**src/hw/rtl/adcpwr_pkg.sv**
```systemverilog
`timescale 1ns / 1ps
// ----------------------------------------------------------------------------
// adcpwr_pkg
// Shared widths, opcodes and types for the ADC-to-power table lookup.
// ----------------------------------------------------------------------------
package adcpwr_pkg;

    localparam int ADC_W   = 16;   // ADC count / table entry width
    localparam int IDX_W   = 5;    // entry_index and table_position width
    localparam int BASE_W  = 8;    // base_power register width
    localparam int POWER_W = 9;    // power_level width

    localparam logic OP_WRITE   = 1'b0;
    localparam logic OP_CONVERT = 1'b1;

    localparam logic signed [BASE_W-1:0] BASE_RESET = -8'sd31;

    typedef logic [ADC_W-1:0] t_adc;

    // compare unit verdict for one table pair
    typedef struct packed {
        logic hit;     // pair brackets the count (or first-pair rule applies)
        logic upper;   // count lies above the floored midpoint
    } t_cmp_res;

endpackage

```
**src/hw/rtl/adcpwr_ram.sv**
```systemverilog
`timescale 1ns / 1ps
// ----------------------------------------------------------------------------
// adcpwr_ram
// Generic single-write, single-read RAM with registered read data.
// ----------------------------------------------------------------------------
module adcpwr_ram #(
    parameter int WIDTH = 16,
    parameter int DEPTH = 31
) (
    input  logic                     i_clk,
    input  logic                     i_we,
    input  logic [$clog2(DEPTH)-1:0] i_waddr,
    input  logic [WIDTH-1:0]         i_wdata,
    input  logic [$clog2(DEPTH)-1:0] i_raddr,
    output logic [WIDTH-1:0]         o_rdata
);

    logic [WIDTH-1:0] r_mem [DEPTH];
    logic [WIDTH-1:0] r_rdata;

    always_ff @(posedge i_clk) begin
        if (i_we) begin
            r_mem[i_waddr] <= i_wdata;
        end
        r_rdata <= r_mem[i_raddr];
    end

    assign o_rdata = r_rdata;

endmodule

```
**src/hw/rtl/adcpwr_cmp.sv**
```systemverilog
`timescale 1ns / 1ps
// ----------------------------------------------------------------------------
// adcpwr_cmp
// Pair compare unit: bracket test and floored-midpoint split for one pair.
// ----------------------------------------------------------------------------
module adcpwr_cmp
    import adcpwr_pkg::*;
(
    input  t_adc     i_x,
    input  t_adc     i_lo,
    input  t_adc     i_hi,
    input  logic     i_first,   // pair (0,1): only the upper bound matters
    output t_cmp_res o_res
);

    logic [ADC_W:0] sum;
    t_adc           mid;

    assign sum = {1'b0, i_lo} + {1'b0, i_hi};
    assign mid = sum[ADC_W:1];

    always_comb begin
        o_res.hit   = (i_x <= i_hi) && (i_first || (i_x >= i_lo));
        o_res.upper = (i_x > mid);
    end

endmodule

```
**src/hw/rtl/adc_to_power_table_lookup_core.sv**
```systemverilog
`timescale 1ns / 1ps
// ----------------------------------------------------------------------------
// adc_to_power_table_lookup_core
// Converts a raw ADC count to a power level through a calibration table.
// ----------------------------------------------------------------------------
// The block keeps TABLE_ENTRIES rising ADC counts in a single-port-read RAM.
// A write transaction (op 0) stores one entry at acceptance and returns nothing;
// indexes at or beyond TABLE_ENTRIES are dropped. A convert transaction (op 1)
// scans adjacent pairs from the start, one RAM read per cycle through a single
// shared compare unit, and returns one result transaction: base_power plus the
// chosen position, the position, and a found flag. A count at or below entry 1
// maps to position 0. A conversion holds the input side through the fetch of
// entry 0, one compare per pair examined and the result handoff. A finished
// result sits in an output register, so the next transaction is taken while
// it waits. The user must write base_power through i_cfg_we / i_cfg_wdata
// only while the block is idle; the block itself does not enforce this.
// Table entries are undefined until written; converting against unwritten
// entries gives undefined results.
// ----------------------------------------------------------------------------
module adc_to_power_table_lookup_core
    import adcpwr_pkg::*;
#(
    parameter int TABLE_ENTRIES = 31
) (
    input  logic                      i_clk,
    input  logic                      i_rst_n,
    // configuration
    input  logic                      i_cfg_we,
    input  logic        [BASE_W-1:0]  i_cfg_wdata,
    // input channel
    input  logic                      i_in_valid,
    output logic                      o_in_stall,
    input  logic                      i_op,
    input  logic        [IDX_W-1:0]   i_entry_index,
    input  logic        [ADC_W-1:0]   i_entry_value,
    input  logic        [ADC_W-1:0]   i_adc_value,
    // output channel
    output logic                      o_out_valid,
    input  logic                      i_out_stall,
    output logic signed [POWER_W-1:0] o_power_level,
    output logic        [IDX_W-1:0]   o_table_position,
    output logic                      o_found
);

    localparam int AW = $clog2(TABLE_ENTRIES);
    localparam logic [AW-1:0] LastIdx = AW'(TABLE_ENTRIES - 2);

    // sequencer states
    localparam logic [1:0] S_IDLE  = 2'd0;
    localparam logic [1:0] S_FETCH = 2'd1;   // entry 0 arrives, request entry 1
    localparam logic [1:0] S_CHECK = 2'd2;   // compare pair (idx, idx+1)
    localparam logic [1:0] S_DONE  = 2'd3;   // result ready for output register

    logic [1:0]                r_state, n_state;
    logic [AW-1:0]             r_idx, n_idx;
    t_adc                      r_x, n_x;
    t_adc                      r_lo, n_lo;
    logic [AW-1:0]             r_pos, n_pos;
    logic                      r_found, n_found;
    logic signed [BASE_W-1:0]  r_base_power;

    logic                      r_out_valid;
    logic signed [POWER_W-1:0] r_power_level;
    logic [IDX_W-1:0]          r_table_position;
    logic                      r_out_found;

    logic                      in_xact;
    logic                      out_free;
    logic                      ram_we;
    logic [AW-1:0]             ram_waddr;
    logic [AW-1:0]             ram_raddr;
    t_adc                      ram_rdata;
    t_cmp_res                  cmp;
    logic [AW+IDX_W-1:0]       idx_ext;
    logic [AW+IDX_W-1:0]       pos_ext;
    logic [AW+POWER_W-1:0]     pos_pw;
    logic [POWER_W-1:0]        power_sum;

    assign o_in_stall = (r_state != S_IDLE);
    assign in_xact    = i_in_valid && !o_in_stall;
    assign out_free   = !r_out_valid || !i_out_stall;

    // table writes land directly at acceptance
    assign idx_ext   = {{AW{1'b0}}, i_entry_index};
    assign ram_waddr = idx_ext[AW-1:0];
    assign ram_we    = in_xact && (i_op == OP_WRITE) &&
                       (32'(i_entry_index) < TABLE_ENTRIES);

    // read address: entry 0 on accept, entry 1 while fetching, next hi in scan
    always_comb begin
        case (r_state)
            S_FETCH: ram_raddr = AW'(1);
            S_CHECK: ram_raddr = r_idx + AW'(2);
            default: ram_raddr = '0;
        endcase
    end

    adcpwr_ram #(
        .WIDTH (ADC_W),
        .DEPTH (TABLE_ENTRIES)
    ) u_table (
        .i_clk   (i_clk),
        .i_we    (ram_we),
        .i_waddr (ram_waddr),
        .i_wdata (i_entry_value),
        .i_raddr (ram_raddr),
        .o_rdata (ram_rdata)
    );

    adcpwr_cmp u_cmp (
        .i_x     (r_x),
        .i_lo    (r_lo),
        .i_hi    (ram_rdata),
        .i_first (r_idx == '0),
        .o_res   (cmp)
    );

    // sequencer
    always_comb begin
        n_state = r_state;
        n_idx   = r_idx;
        n_x     = r_x;
        n_lo    = r_lo;
        n_pos   = r_pos;
        n_found = r_found;
        case (r_state)
            S_IDLE: begin
                if (in_xact && (i_op == OP_CONVERT)) begin
                    n_x     = i_adc_value;
                    n_state = S_FETCH;
                end
            end
            S_FETCH: begin
                n_lo    = ram_rdata;
                n_idx   = '0;
                n_state = S_CHECK;
            end
            S_CHECK: begin
                if (cmp.hit) begin
                    n_found = 1'b1;
                    if ((r_idx != '0) && cmp.upper) begin
                        n_pos = r_idx + AW'(1);
                    end else begin
                        n_pos = r_idx;
                    end
                    n_state = S_DONE;
                end else if (r_idx == LastIdx) begin
                    // no pair brackets the count
                    n_found = 1'b0;
                    n_pos   = '0;
                    n_state = S_DONE;
                end else begin
                    n_lo  = ram_rdata;
                    n_idx = r_idx + AW'(1);
                end
            end
            S_DONE: begin
                if (out_free) begin
                    n_state = S_IDLE;
                end
            end
            default: begin
                n_state = S_IDLE;
            end
        endcase
    end

    always_ff @(posedge i_clk) begin
        if (!i_rst_n) begin
            r_state <= S_IDLE;
        end else begin
            r_state <= n_state;
        end
        r_idx   <= n_idx;
        r_x     <= n_x;
        r_lo    <= n_lo;
        r_pos   <= n_pos;
        r_found <= n_found;
    end

    // base_power register
    always_ff @(posedge i_clk) begin
        if (!i_rst_n) begin
            r_base_power <= BASE_RESET;
        end else if (i_cfg_we) begin
            r_base_power <= i_cfg_wdata;
        end
    end

    // result formatting: both fields wrap to their port widths
    assign pos_ext   = {{IDX_W{1'b0}}, r_pos};
    assign pos_pw    = {{POWER_W{1'b0}}, r_pos};
    assign power_sum = {{(POWER_W-BASE_W){r_base_power[BASE_W-1]}}, r_base_power}
                       + pos_pw[POWER_W-1:0];

    // output register
    always_ff @(posedge i_clk) begin
        if (!i_rst_n) begin
            r_out_valid <= 1'b0;
        end else if (out_free) begin
            r_out_valid <= (r_state == S_DONE);
        end
        if (out_free && (r_state == S_DONE)) begin
            r_power_level    <= power_sum;
            r_table_position <= pos_ext[IDX_W-1:0];
            r_out_found      <= r_found;
        end
    end

    assign o_out_valid      = r_out_valid;
    assign o_power_level    = r_power_level;
    assign o_table_position = r_table_position;
    assign o_found          = r_out_found;

`ifndef ASSERT_OFF
    // table is only written while the sequencer is idle
    a_write_idle: assert property (@(posedge i_clk) disable iff (!i_rst_n)
        ram_we |-> (r_state == S_IDLE))
        else $error("table write outside idle");

    // scan index never runs past the last pair
    a_idx_bound: assert property (@(posedge i_clk) disable iff (!i_rst_n)
        (r_state == S_CHECK) |-> (r_idx <= LastIdx))
        else $error("scan index beyond last pair");

    // a miss always reports position zero
    a_miss_pos: assert property (@(posedge i_clk) disable iff (!i_rst_n)
        (o_out_valid && !o_found) |-> (o_table_position == '0))
        else $error("miss with nonzero position");

    // a new result only follows a finished scan
    a_result_src: assert property (@(posedge i_clk) disable iff (!i_rst_n)
        $rose(o_out_valid) |-> ($past(r_state) == S_DONE))
        else $error("result without completed scan");
`endif

endmodule

```
**config.mk**
```make
export PLATFORM = sky130hd
export DESIGN_NAME = adc_to_power_table_lookup_core
export DESIGN_NICKNAME = d
export VERILOG_FILES = /design/src/hw/rtl/adcpwr_pkg.sv /design/src/hw/rtl/adcpwr_ram.sv /design/src/hw/rtl/adcpwr_cmp.sv /design/src/hw/rtl/adc_to_power_table_lookup_core.sv
export SDC_FILE = /design/constraint.sdc
export NUM_CORES = 1
export LEC_CHECK = 0
export BUFFER_PORTS_ARGS = -buffer_cell sky130_fd_sc_hd__buf_4
export CAP_MARGIN = 20
export CELL_PAD_IN_SITES_DETAIL_PLACEMENT = 1
export CELL_PAD_IN_SITES_GLOBAL_PLACEMENT = 2
export CORE_MARGIN = 2
export CORE_UTILIZATION = 45
export CTS_BUF_LIST = sky130_fd_sc_hd__clkbuf_8
export CTS_CLUSTER_DIAMETER = 60
export CTS_CLUSTER_SIZE = 8
export DETAILED_ROUTE_END_ITERATION = 16
export PLACE_DENSITY_LB_ADDON = 0.15
export SLEW_MARGIN = 25
export SYNTH_ARGS = -nofsm -noshare
export SYNTH_HDL_FRONTEND = slang
export SYNTH_SLANG_ARGS = --single-unit
```
**constraint.sdc**
```tcl
create_clock -name i_clk -period 3.65 [get_ports i_clk]
set_input_delay 0 -clock i_clk [delete_from_list [all_inputs] [get_ports i_clk]]
set_output_delay 0 -clock i_clk [all_outputs]
set_load 0.01 [all_outputs]
```
### After elaboration in Yosys (flattened, before gate mapping)

Memory sizes are Yosys's and may differ from the RTL's. A register that Yosys moved wholly into a read port is not among the register bits.
Cells that the tools add are included.
W data, S select, Z words.

* register bits: 69
* memory bits (writable): 496
* input bits: 51
* output and inout port bits: 17
* logic and storage cells: 70
* memories kept: 1

* $add $sub $neg: 4
* order comparisons: 4
* eq/ne operators: 9
* muxes and demuxes: 18
* bitwise operators: 1
* reduce and logical (&&, ||, !) cells: 22

Memory list
* u_table.r_mem: depth 31, width 16, rd ports 1, clocked after memory_dff 1, write ports 1, line adcpwr_ram.sv:18 `logic [WIDTH-1:0] r_mem [DEPTH];`

Operator list (number)
* $mux W16: 2
* $pmux W16 S2: 1
* $mux W5: 5
* $pmux W5 S2: 2
* $add A16 B16 Y17: 1
* $ge A16 B16 Y1: 1
* $gt A16 B16 Y1: 1
* $le A16 B16 Y1: 1
* $add A8 B6 Y9: 1
* $mux W2: 4
* $ne A2 B2 Y1 const B: 4
* $pmux W2 S4: 1
* $logic_and A1 B1 Y1: 7
* $reduce_and A3 Y1: 2
* $reduce_bool A2 Y1: 3
* $add A5 B1 Y5 const B: 1
* $add A5 B2 Y5 const B: 1
* $eq A5 B5 Y1 const B: 1
* $logic_not A5 Y1: 1
* $lt A5 B5 Y1 const B: 1
* $reduce_bool A5 Y1: 1
* $eq A2 B2 Y1 const B: 2
* $reduce_and A2 Y1: 2
* $logic_not A1 Y1: 3
* other kinds (6): 9

### Logic depth before layout (Yosys ltp)

Gate-level depths: netlist of the first run.

* depth in word-level cells: 7
* gate-level depth with buffers: 17
* gate-level depth less buffers: 17

### Hierarchy

A second synthesis of the first run with hierarchy kept.

* cell total of the unflattened synthesis: 1355
* area, all modules: 24220.7 sq um

By module, submodules not included
* adcpwr_ram: times used 1, cells each 933, area each 19553.8 sq um
* adc_to_power_table_lookup_core: times used 1, cells each 187, area each 2821.5 sq um
* adcpwr_cmp: times used 1, cells each 235, area each 1845.5 sq um

### Least setup slack after synthesis of the first run

Ideal clock, no wire load.

* path kind: flip-flop to flip-flop
* from: register r_lo[0]
* to: register r_pos[1] (data pin)
* library setup time: 0.273 ns
* arrival: 3.674 ns
* data required time: 3.377 ns
* slack: -0.297 ns
* stages on the path, launching flop included: 18
* period minus slack after synthesis: 3.947 ns
* path through: edfxtp_1 > and2_1 > fa_1 > a211oi_1 > nor2_1 > o41a_1 > nand3_1 > a31oi_1 > a31o_2 > xnor2_1 > ha_1 > nand4_1 > nor4_1 > o21a_1 > o31ai_1 > a21boi_0 > mux2i_1 > nor2_1

* cells in the longest elaborated chain, start to end: 5

Ends and longest elaborated chain
* start, declared: line adc_to_power_table_lookup_core.sv:57 `t_adc r_lo, n_lo;`
* start signal, assigned: line adc_to_power_table_lookup_core.sv:176 `r_lo <= n_lo;`
* $add A16 B16 Y17: line adcpwr_cmp.sv:19 `assign sum = {1'b0, i_lo} + {1'b0, i_hi};`
* $gt A16 B16 Y1: line adcpwr_cmp.sv:24 `o_res.upper = (i_x > mid);`
* $logic_and A1 B1 Y1: line adc_to_power_table_lookup_core.sv:141 `if ((r_idx != '0) && cmp.upper) begin`
* $mux W5: line adc_to_power_table_lookup_core.sv:141
* $mux W5 (*): line adc_to_power_table_lookup_core.sv:139 `if (cmp.hit) begin`
* end signal, assigned: line adc_to_power_table_lookup_core.sv:177 `r_pos <= n_pos;`
* end, declared: line adc_to_power_table_lookup_core.sv:58 `logic [AW-1:0] r_pos, n_pos;`

Mark *: on every way between the ends. The rest lies on a longest branch, timed or not.
A chain may end at the register's enable or synchronous reset.

### Worst setup path after layout of the first run

* from: register r_lo[4]
* to: register r_pos[0] (data pin)

Same word-level chain as after synthesis.

==> results of run 1 <==
-- metal layers --
metal  vias to the layer above  share of wire
met5                         -              0
met4                         0          0.032
met3                       120          0.048
met2                       376           0.51
met1                      6904           0.41
li1                       5953              -
-- synth_stat cells (2+ instances only) --
master,instances
fa_1,2
or3b_2,2
nor2b_1,12
dfxtp_1,27
xor2_1,14
a311oi_1,16
buf_6,6
mux4_2,112
nand4_1,12
a31oi_1,5
nor3_1,5
or2_2,2
buf_1,6
nand3b_1,4
nand2b_1,2
o31ai_1,2
nor4_1,4
nor2_1,65
mux2i_1,26
o221ai_1,16
ha_1,76
clkbuf_1,34
or3_1,4
a21o_1,11
xnor2_1,15
nand2_1,125
o21bai_1,2
a21oi_1,44
inv_1,45
o21ai_0,7
and2_1,7
a31o_2,2
edfxtp_1,554
a21boi_0,3
o21a_1,6
buf_2,6
buf_4,8
nand3_1,63
o211ai_1,3
a221o_1,2
-- path summary, 6_finish.rpt --
path / from / cells past startpoint / endpoint / slack [ns]
worst max-delay path: r_lo[4] / 18 / r_pos[0] / -0.39
worst min-delay path: i_adc_value[8] / 2 / r_x[8] / 0.04
worst min register to register: r_found / 0 / o_found / 0.44
worst max register to register: r_lo[4] / 18 / r_pos[0] / -0.39
-- layout make-up --
cell class              instances  area, µm²  area share
diodes                          2       5.00    0.000178
multi-input cells             689       6460       0.229
inverters                      45        169     0.00599
clock inverters                28        179     0.00635
repair buffers                247       2130      0.0756
well taps                     688        861      0.0305
flip-flops and latches        581      17200       0.609
clock buffers                  87       1200      0.0425
-- per-stage QoR --
step | hold WS (ns) | util | cells | total power [mW] | setup slack (ns)
after global routing | 0.00391 | 0.535 | 2366 | 19.1 | -0.585
after floorplan | 0.0989 | - | 1375 | 11.5 | -0.0133
after CTS | 0.000879 | 0.535 | 2363 | 18.3 | -0.352
after global placement | 0.179 | 0.494 | 2171 | 13.4 | -0.305
final | 0.0419 | 0.535 | 2367 | 18.0 | -0.387
after detailed placement | 0.179 | 0.494 | 2171 | 13.5 | -0.378
-- sequential cells by signal, indices dropped and copies added, names as in the netlist --
name and flops:
u_table.r_mem 496, r_lo 16, r_x 16, u_table.o_rdata 16, o_power_level 9, r_base_power 8
o_table_position 5, r_idx 5, r_pos 5, r_state 2, o_found 1, o_out_valid 1
r_found 1
-- kinds of logic after synthesis --
kind of cell | share of synthesized area
multiplexers | 0.116
XOR/XNOR | 0.0106
AO/OA/AOI/OAI | 0.0402
buffers and inverters | 0.0198
adder cells (fa/ha/maj) | 0.0412
AND/OR/NAND/NOR | 0.0580
flip-flops | 0.714
-- cells in the final DEF, fill, tap and decap left out, drive strengths merged, types with 3 or more instances in the layout --
cell type | netlist | layout
edfxtp | 554 | 554
ha | 76 | 76
o211ai | 3 | 3
dfxtp | 27 | 27
nor4 | 4 | 4
a21boi | 3 | 3
mux4 | 112 | 112
o21a | 6 | 6
o21ai | 9 | 9
o221ai | 16 | 16
clkbuf | 34 | 87
a31o | 3 | 3
nand3b | 4 | 4
and2 | 7 | 7
or3 | 4 | 4
xnor2 | 15 | 15
nor2 | 65 | 65
nor2b | 12 | 12
nor3 | 5 | 5
a221o | 3 | 3
inv | 45 | 66
a21oi | 45 | 45
nand4 | 12 | 12
a21o | 12 | 12
buf | 26 | 171
dlygate4sd3 | 0 | 76
nand2 | 125 | 125
a31oi | 5 | 5
nand3 | 63 | 63
a311oi | 16 | 16
mux2i | 26 | 26
clkinv | 0 | 6
xor2 | 14 | 14
-- power groups by stage --
| stage | clock [mW] | combinational [mW] | sequential [mW] |
|---|---|---|---|
| floorplan | 0 | 3.53 | 7.98 |
| global placement | 0 | 5.30 | 8.06 |
| detailed placement | 0 | 5.40 | 8.08 |
| CTS | 4.79 | 5.53 | 7.94 |
| global route | 5.01 | 6.08 | 7.98 |
| finish | 4.63 | 5.48 | 7.94 |
-- timing repair --
item | in CTS | in global routing
hold buffers | 76 | 0
buffers inserted | 1 | 2
pin swaps | 6 | 1
setup endpoints to repair | 5 | 5
resized for setup | 5 | 0
endpoints found under the hold margin | 570 | 0
==> impl_metrics.yaml, run 1 <==
place:
  place_congestion: 0.807
  dpl-instance-area_um2: 26000
  io_buffers: 67
  dpl.hpwl_mm: 38.3
layout:
  drive_above_1_share: 0.243
  fin_nets: 1777
  fillers: 4850
  area_growth_pct: 17.2
  fin_area_um2: 28200
pwr:
  combPwrFrac: 0.303
  seq_power_share: 0.440
  power.switching_mw: 5.57
  internal-power_mw: 12.5
  p_per_area_nw_per_um2: 640
  leakagePower_nw: 9.97
  p_clk_frac: 0.257
  ir_drop_v: 0.000330
  netSwitchingFraction: 0.308
yosys:
  synthDistinctLibCells: 58
  netlist.area_leader.share: 0.692
  yosys_most_used_dff: "edfxtp_1"
  mappedNetlistArea_um2: 24000
  ys_ff_latch: 581
  synth_edf_count: 554
  ys_seq_area_frac: 0.714
  syn_area_per_cell_um2: 17.5
  ys_top_cells_by_area: "edfxtp_1 69%, mux4_2 10%, ha_1 4.0%"
  syn_inst: 1375
  ys_async_sr_fraction: 0
  yosys.area.top_type: "edfxtp_1"
  synth_nets: 1504
  yosys_warnings: 0
floorplanning:
  start_util: 0.457
  die_w_um: 235
  io-pin-count: 68
  die_h_um: 235
  rows: 84
  die-area_um2: 55300
  core-area_um2: 52700
sta:
  period_share: 1.11
  drv_slew: 0
  fmax_ghz: 0.248
  setup_violations: 5
  period_needed_ns: 4.04
  skew_ns: 0.0469
  post-route-worst-setup-slack_ns: -0.387
  max_slew.worst_pin.slew_ns: 0.868
  hold_viol_final: 0
  relSlewSlack: 0.421
  tns_ns: -1.58
  rsz0062_at_grt: "yes"
clock_network:
  cts_root_buffer: "clkbuf_8"
  clk_path_buf_depth: 3
  clk_latency_ns: 0.69
  cts.sinks: 581
  cts_tree: "done"
  cts_made_buffers: 84
  htreeDepth: 3
  clkTransAtPathRegs_ns: 0.07
route:
  viasPerCell: 5.64
  drt_first_pass_iters: 5
  drc_errors: 0
  ant_nets: 0
  drtIter0Drc: 1082
  wl_per_cell_um: 25.8
  via_count: 13400
  wl_mm: 61.1
worst_setup_path:
  cpMaxStageDelayCell: "edfxtp_1"
  crit_path_end_kind: "flop"
  crit_family: "compound AO/OA/AOI/OAI gates"
  critPathMaxStageDelay_ns: 0.40
  path_class: "flop to flop"
  critical_path_arrival_ns: 4.45
  critPathBufInv: 2
  crit_path_cell_trace: "ha_1, a21o_1, a2111oi_4, o21ai_2, a221o_1, a31o_1, a21oi_2, xor2_1, ha_1, nand2_1, nor4_2, buf_4, o21a_1, o31ai_2, a21boi_2, buf_4, xnor2_1, nor2_1"
  crit_fanout: 4
  crit_required_ns: 4.06
  startpoint_type: "flop"
global_route:
  grtUsageTotal: 0.225
  antenna_found_initial: 2
  grt_overflow: 0
  busiest_layer: "met2"
  grt_pass1_wl_mm: 91.8
  grt_use_met3: 0.0415
  grt_use_met2: 0.382
  grt_start_max_net_pins: 65
  first_global_vias: 14600
  grt_use_met1: 0.291
run:
  drv_cap: 0
status:
  status: "finished with violations"
  violations: "negative setup slack"
hold_path:
  hp-class: "primary input to flop"
(Power assumes the default switching activity.)
==> inputs of run 2 (changes only) <==
--- a/config.mk
+++ b/config.mk
@@ -15,8 +15,8 @@
 export CTS_CLUSTER_DIAMETER = 60
 export CTS_CLUSTER_SIZE = 8
 export DETAILED_ROUTE_END_ITERATION = 16
-export PLACE_DENSITY_LB_ADDON = 0.15
-export SLEW_MARGIN = 25
+export PLACE_DENSITY_LB_ADDON = 0.3
+export SLEW_MARGIN = 40
 export SYNTH_ARGS = -nofsm -noshare
 export SYNTH_HDL_FRONTEND = slang
 export SYNTH_SLANG_ARGS = --single-unit
==> run 2 against run 1 <==
Clock-buffer cell count down 1. Critical path depth unchanged. The run still ends with negative setup slack left. Global-route usage down 0.89 points. Final cell count down 1.7%. Utilization down 0.72 points. First-iteration DRC count down 5.7%. Clock power down 3%. Worst hold slack better by 0.028 ns. Die area unchanged. Sequential power about the same. Fmax up 1.9%.
==> impl_metrics.yaml, run 2 (synthesis results as in run 1) <==
sta:
  post-route-worst-setup-slack_ns: -0.311
  period_needed_ns: 3.96
  period_share: 1.09
  drv_slew: 0
  tns_ns: -1.23
  relSlewSlack: 0.499
  max_slew.worst_pin.slew_ns: 0.752
  skew_ns: 0.0226
  rsz0062_at_grt: "yes"
  setup_violations: 5
  fmax_ghz: 0.252
  hold_viol_final: 0
global_route:
  first_global_vias: 14200
  grt_pass1_wl_mm: 89.2
  grt_overflow: 0
  grtUsageTotal: 0.216
  grt_start_max_net_pins: 65
  antenna_found_initial: 2
hold_path:
  hold_depth: 4
  hp-class: "primary input to flop"
layout:
  layout_common_cells: "554 x edfxtp_1, 153 x buf_4, 123 x nand2_1"
  drive_above_1_share: 0.239
  fin_area_um2: 27800
  largest_reg_flops: 496
  seq_area_um2: 17200
  fin_nets: 1744
  multiInputGateArea_um2: 6460
  fin_cells: 2326
  antennaDiodeCount: 0
  fillers: 4864
  regMostFlops: "u_table.r_mem"
  area_growth_pct: 15.7
  layout_commonest_cell: "edfxtp_1"
worst_setup_path:
  crit_path_end_kind: "flop"
  cpMaxStageDelayCell: "edfxtp_1"
  rr_worst_depth: 18
  crit_fanout: 4
  crit_family: "compound AO/OA/AOI/OAI gates"
  startpoint_type: "flop"
  critPathMaxStageDelay_ns: 0.39
  worst-path-stages: 18
  path_class: "flop to flop"
  crit_path_cell_trace: "and2_4, fa_2, a211oi_2, nor2_2, o41a_1, nand3_2, a31oi_1, a31o_2, xnor2_1, ha_1, nand4_1, nor4_2, buf_4, o21a_1, o31ai_2, a21boi_2, mux2i_1, nor2_1"
  critical_path_arrival_ns: 4.33
  critPathBufInv: 1
  crit_required_ns: 4.02
route:
  drtIter0Drc: 1020
  wl_per_cell_um: 25.1
  via_count: 13100
  wl_mm: 58.4
  met2_wirelength_mm: 30.1
  ant_nets: 0
  met3_length_mm: 2.59
  drt-met1-wl_mm: 24.4
  drt_first_pass_iters: 5
  highest_layer: "met4"
  viasPerCell: 5.63
  drc_errors: 0
pwr:
  power_mw: 17.7
  power.switching_mw: 5.48
  internal-power_mw: 12.2
  netSwitchingFraction: 0.309
  seq_power_share: 0.447
  ir_drop_v: 0.000340
  p_per_area_nw_per_um2: 638
  combPwrFrac: 0.301
  p_clk_frac: 0.253
  leakagePower_nw: 9.75
clock_network:
  clk_latency_ns: 0.65
  cts.sinks: 581
  htreeDepth: 3
  cts_made_buffers: 83
  cts_tree: "done"
  cts_root_buffer: "clkbuf_8"
  clk_path_buf_depth: 3
  clkTransAtPathRegs_ns: 0.07
floorplanning:
  start_util: 0.457
  die_h_um: 235
  rows: 84
  die-area_um2: 55300
  die_w_um: 235
  io-pin-count: 68
  core-area_um2: 52700
status:
  status: "finished with violations"
  violations: "negative setup slack"
place:
  place_congestion: 0.812
  io_buffers: 67
  dpl.hpwl_mm: 37.0
  dpl-instance-area_um2: 25900
  pre_cts_slack_ns: -0.324
  dp.cells: 2159
run:
  drv_cap: 0
run 2: worst paths after layout:
check,endpoint,slack [ns],startpoint
setup / recovery,r_pos[1],-0.31,r_lo[0]
hold / removal,u_table.r_mem[9][14],0.07,i_entry_index[0]
setup reg to reg,r_pos[1],-0.31,r_lo[0]
hold reg to reg,o_found,0.43,r_found
run 2: cell type report:
type                       instances  area share
tap                              688      0.0310
timing repair buffer             215      0.0658
multi-input combinational        689       0.232
clock inverter                    22     0.00454
clock buffer                      86      0.0426
inverter                          45     0.00607
sequential                       581       0.618
run 2: power groups by stage:
stage,clock (mW),sequential (mW),combinational (mW)
after floorplan,0,7.98,3.53
after global placement,0,8.03,5.18
after detailed placement,0,8.06,5.31
after CTS,4.62,7.92,5.41
after global routing,4.87,7.95,5.95
final,4.48,7.92,5.33
run 2: metrics by stage:
step | hold WS (ns) | util
after CTS | 0.0106 | 0.528
after global placement | 0.181 | 0.492
after floorplan | 0.0989 | -
after detailed placement | 0.180 | 0.492
final | 0.0703 | 0.528
after global routing | 0.0308 | 0.528
run 2: per-layer routing:
layer | vias up | track usage
li1 | 5883 | -
met1 | 6783 | 0.283
met2 | 343 | 0.372
met3 | 85 | 0.0353
met4 | 0 | 0.0671
met5 | - | 0
run 2: repair_timing:
item | CTS | global route
gates resized for setup | 2 | 1
hold endpoints to repair | 574 | 0
setup buffers | 2 | 1
pin swaps | 4 | 3
setup endpoints to repair | 5 | 5
hold buffers | 56 | 0
run 2: tightest hold or removal path, cell delays in order:
cell     delay (ns)
buf_4          0.13
nand2_1        0.05
buf_4          0.17
nor2_1         0.16
